==> src/rtl/windowed_moving_average_assert.svh <==
// Assertion shorthands shared by the windowed_moving_average modules.
// Each one expects clk_i and rst_ni in scope.
`ifndef WINDOWED_MOVING_AVERAGE_ASSERT_SVH
`define WINDOWED_MOVING_AVERAGE_ASSERT_SVH

// Same-cycle implication.
`define WMA_ASSERT_NOW(lbl, ante, cons, msg) \
  lbl: assert property (@(posedge clk_i) disable iff (!rst_ni) (ante) |-> (cons)) \
    else $error(msg);

// Next-cycle implication.
`define WMA_ASSERT_NEXT(lbl, ante, cons, msg) \
  lbl: assert property (@(posedge clk_i) disable iff (!rst_ni) (ante) |=> (cons)) \
    else $error(msg);

`endif

==> src/rtl/wma_serdiv.sv <==
`timescale 1ns / 1ps
`include "windowed_moving_average_assert.svh"

// Restoring divider, one quotient bit per cycle.
module wma_serdiv #(
  parameter int unsigned NUM_W = 36,
  parameter int unsigned DEN_W = 11
) (
  input  logic             clk_i,
  input  logic             rst_ni,
  input  logic             start_i,
  input  logic [NUM_W-1:0] num_i,
  input  logic [DEN_W-1:0] den_i,
  output logic             busy_o,
  output logic             done_o,
  output logic [NUM_W-1:0] quot_o
);

  localparam int unsigned CNT_BW = $clog2(NUM_W + 1);

  logic [NUM_W-1:0]  nq_q, nq_d;
  logic [DEN_W-1:0]  rem_q, rem_d;
  logic [DEN_W-1:0]  den_q, den_d;
  logic [CNT_BW-1:0] cnt_q, cnt_d;
  logic              busy_q, busy_d;
  logic              done_q, done_d;
  logic [DEN_W:0]    shifted;
  logic [DEN_W:0]    diff;
  logic              ge;

  always_comb begin
    shifted = {rem_q, nq_q[NUM_W-1]};
    ge      = (shifted >= {1'b0, den_q});
    diff    = shifted - {1'b0, den_q};
  end

  always_comb begin
    nq_d   = nq_q;
    rem_d  = rem_q;
    den_d  = den_q;
    cnt_d  = cnt_q;
    busy_d = busy_q;
    done_d = 1'b0;
    if (start_i) begin
      nq_d   = num_i;
      rem_d  = '0;
      den_d  = den_i;
      cnt_d  = CNT_BW'(NUM_W);
      busy_d = 1'b1;
    end else if (busy_q) begin
      nq_d  = {nq_q[NUM_W-2:0], ge};
      rem_d = ge ? diff[DEN_W-1:0] : shifted[DEN_W-1:0];
      cnt_d = cnt_q - CNT_BW'(1);
      if (cnt_q == CNT_BW'(1)) begin
        busy_d = 1'b0;
        done_d = 1'b1;
      end
    end
  end

  always_ff @(posedge clk_i or negedge rst_ni) begin
    if (!rst_ni) begin
      busy_q <= 1'b0;
      done_q <= 1'b0;
      cnt_q  <= '0;
    end else begin
      busy_q <= busy_d;
      done_q <= done_d;
      cnt_q  <= cnt_d;
    end
  end

  always_ff @(posedge clk_i) begin
    nq_q  <= nq_d;
    rem_q <= rem_d;
    den_q <= den_d;
  end

  assign busy_o = busy_q;
  assign done_o = done_q;
  assign quot_o = nq_q;

  `WMA_ASSERT_NEXT(a_start_busy, start_i, busy_q, "divider not busy after start")
  `WMA_ASSERT_NOW(a_den_nonzero, busy_q, den_q != '0, "divider running on zero divisor")

endmodule

==> config.mk <==
export PLATFORM = sky130hd
export DESIGN_NAME = wma_serdiv
export DESIGN_NICKNAME = d
export VERILOG_FILES = /design/src/rtl/wma_serdiv.sv
export VERILOG_INCLUDE_DIRS = /design/src /design/src/rtl
export SDC_FILE = /design/constraint.sdc
export NUM_CORES = 1
export LEC_CHECK = 0
export ABC_AREA = 0
export BUFFER_PORTS_ARGS = -buffer_cell sky130_fd_sc_hd__buf_2
export CORE_MARGIN = 1.5
export CORE_UTILIZATION = 45
export DETAILED_ROUTE_END_ITERATION = 10
export GPL_TIMING_DRIVEN = 0
export PLACE_DENSITY = 0.7
export SLEW_MARGIN = 10
export SYNTH_ARGS = -nofsm -noshare
export SYNTH_HDL_FRONTEND = slang
export SYNTH_SLANG_ARGS = --single-unit
==> constraint.sdc <==
create_clock -name clk_i -period 2.7 [get_ports clk_i]
set_clock_uncertainty 0.15 [all_clocks]
set_input_delay 0.135 -clock clk_i [delete_from_list [all_inputs] [get_ports clk_i]]
set_output_delay 0.135 -clock clk_i [all_outputs]
set_load 0.03 [all_outputs]
==> flow_summary.yaml <==
finish:
  n_fill_cell: 573
  antenna_cells: 0
  final_cells: 511
  drive_gt1_frac: 0.3617
  syn2layout_area_growth_pct: 36.44
  nNetsFinal: 472
grt:
  grt_max_degree: 37
  grtUsageTotal: 0.1956
  grt_use_met3: 0.05171
  grt_pass1_vias: 2481
  use_met2: 0.3260
  grt-ovfl-total: 0
  grt_use_met1: 0.2446
  grt-busiest-layer: "met2"
  grt_first_pass_wirelength_um: 11650
  antenna_found_initial: 0
synthesis:
  yosys.area.top_type: "edfxtp_1"
  synth.most_common_cell: "edfxtp_1"
  synthSimpleGateAreaFrac: 0.1087
  netlist-cell-type-count: 49
  post_synth_instance_area_um2: 3351
  synth_fa_ha_area_frac: 0.05452
  synthTopCellsByArea: "edfxtp_1, mux2_2, dfxtp_1"
  netlist_instances: 262
  seq_area_frac_synth: 0.5467
  ys_warn_count: 0
  synth_top_flop_cell: "edfxtp_1"
  synth_top_area_frac: 0.4212
  avgSynthCellArea_um2: 12.79
  synth_top_family_by_area: "multiplexers"
  synthXorXnorAreaFrac: 0.02614
  yosys-top-cells-count: "edfxtp_1, mux2_2, nor2_1"
  muxShareOfSynthArea: 0.1464
  synth_edf_count: 47
  async_flop_share: 0.1212
  synth_compound_area_frac: 0.08252
  ys_ff_latch: 66
  syn-num-nets: 326
floorplan:
  die_y_um: 89.29
  start_util: 0.4644
  die_x_um: 89.29
  num_rows: 31
  ios: 88
  core_um2: 7214
  dieArea_um2: 7973
clocking:
  insertion_delay_ns: 0.33
  clkSinkCount: 66
  h-tree-depth: 3
  cts_tree: "done"
  cts_buffer_depth: 2
  path_clk_slew_ns: 0.07
  cts_inserted_buffers: 9
  root_buffer: "clkbuf_8"
sta:
  setup_tns_ns: 0
  max_freq_mhz: 384.4
  tightest_slew_ns: 0.7698
  finalWorstSetupSlack_ns: 0.09879
  finalHoldViolCount: 0
  fin_crit_ns: 2.601
  rsz0062_at_grt: "false"
  slew_violations: 0
  holdWs_ns: 0.01501
  finalCritPeriodShare: 0.9634
  slew_headroom: 0.4861
  setup_viol: 0
routing:
  routed_wl_um: 7480
  dr.pass1.iters: 4
  drc: 0
  drtIter0Drc: 92
  num_vias: 2538
  avgViaCountPerCell: 4.967
  wl_per_cell_um: 14.64
  ant_nets: 0
power:
  vdd_ir_drop_max_mv: 0.5173
  leakagePower_nw: 1.940
  total_power_mw: 3.431
  p_per_area_nw_per_um2: 750.4
placement:
  gp_congestion: 0.7710
  dp.cells: 448
  hpwl_um: 4964
  portBuffers: 87
  pre_cts_ws_ns: -0.01920
status:
  status: "finished clean"
critical_path:
  crit_required_ns: 2.64
  cp_max_fo: 10
  worstPathArrival_ns: 2.54
  worst_setup_path_start_kind: "flop"
  cp-end-kind: "flop"
  r2r_cells: 9
  timing_worst_setup_path_type: "reg2reg"
run:
  max-cap-violations: 0
worst_hold_path:
  min_path_type: "in2async"
-- where the power goes --
group          switching (mW)  internal [mW]  total [mW]
registers               0.111           1.26        1.37
clock network           0.365          0.416       0.781
logic                   0.691          0.590        1.28
total                    1.17           2.26        3.43
-- final timing paths --
kind / slack [ns] / startpoint / to
min reg2reg: 0.36 / rem_q[7] / rem_q[7]
max: 0.1 / quot_o[35] / quot_o[0]
max reg2reg: 0.1 / quot_o[35] / quot_o[0]
min in group clk_i: 0.08 / start_i / den_q[9]
max in group asynchronous: 2.21 / rst_ni / cnt_q[0]
min: 0.02 / rst_ni / cnt_q[5]
-- state kept, by name, indices dropped and copies added (netlist names) --
register  cells
den_q        11
rem_q        11
busy_o        1
quot_o       36
cnt_q         6
done_o        1
-- cell type report --
type | count | area [µm²] | share of cell area
inverters | 16 | 60.06 | 0.01314
plain buffers | 12 | 61.31 | 0.01341
clock buffers | 11 | 131.4 | 0.02874
repair buffers | 135 | 915.9 | 0.2003
flip-flops and latches | 66 | 1832 | 0.4007
well taps | 99 | 123.9 | 0.02709
clock inverters | 4 | 43.79 | 0.009579
multi-input cells | 168 | 1404 | 0.3071
-- worst max-delay path, cell delays in order, from the launching register on --
cell      delay (ns)
edfxtp_1        0.39
inv_1           0.10
ha_1            0.20
fa_2            0.25
nor2b_4         0.05
o31a_1          0.34
o21ai_4         0.30
o21ai_4         0.14
buf_8           0.18
mux2_2          0.27
-- cells in the final DEF (no fill, tap or decap), types with 9 or more instances in the layout --
cell type	n
dlygate4sd3_1	48
inv_1	14
nor2_1	24
nand2_1	9
mux2_2	36
clkbuf_1	10
ha_1	13
dfxtp_1	11
clkbuf_8	9
buf_2	88
edfxtp_1	47
-- cells by family after synthesis --
| group | count (synthesis) |
|---|---|
| compound gates | 38 |
| buf+inv | 28 |
| flops | 66 |
| xor+xnor | 10 |
| simple gates | 62 |
| fa+ha+maj | 14 |
| mux | 44 |
-- per-stage QoR --
stage | util | area, µm²
3_5_place_dp | 0.5420 | 3910
2_1_floorplan | - | 3351
3_3_place_gp | 0.5420 | 3910
4_1_cts | 0.6328 | 4566
6_report | 0.6337 | 4572
5_1_grt | 0.6337 | 4572
-- per-layer routing --
metal / routed length (µm) / part of all wire
met1: 3317 / 0.44
met2: 3642 / 0.49
met3: 421 / 0.056
met4: 99 / 0.013
met5: 0 / 0
-- timing repair --
item | CTS | global route
endpoints found under the setup margin | 0 | 4
buffers inserted | 0 | 0
resized for setup | 0 | 2
hold endpoints to repair | 55 | 0
hold buffers | 48 | 0
No activity file was read; power rests on OpenSTA's default activity.
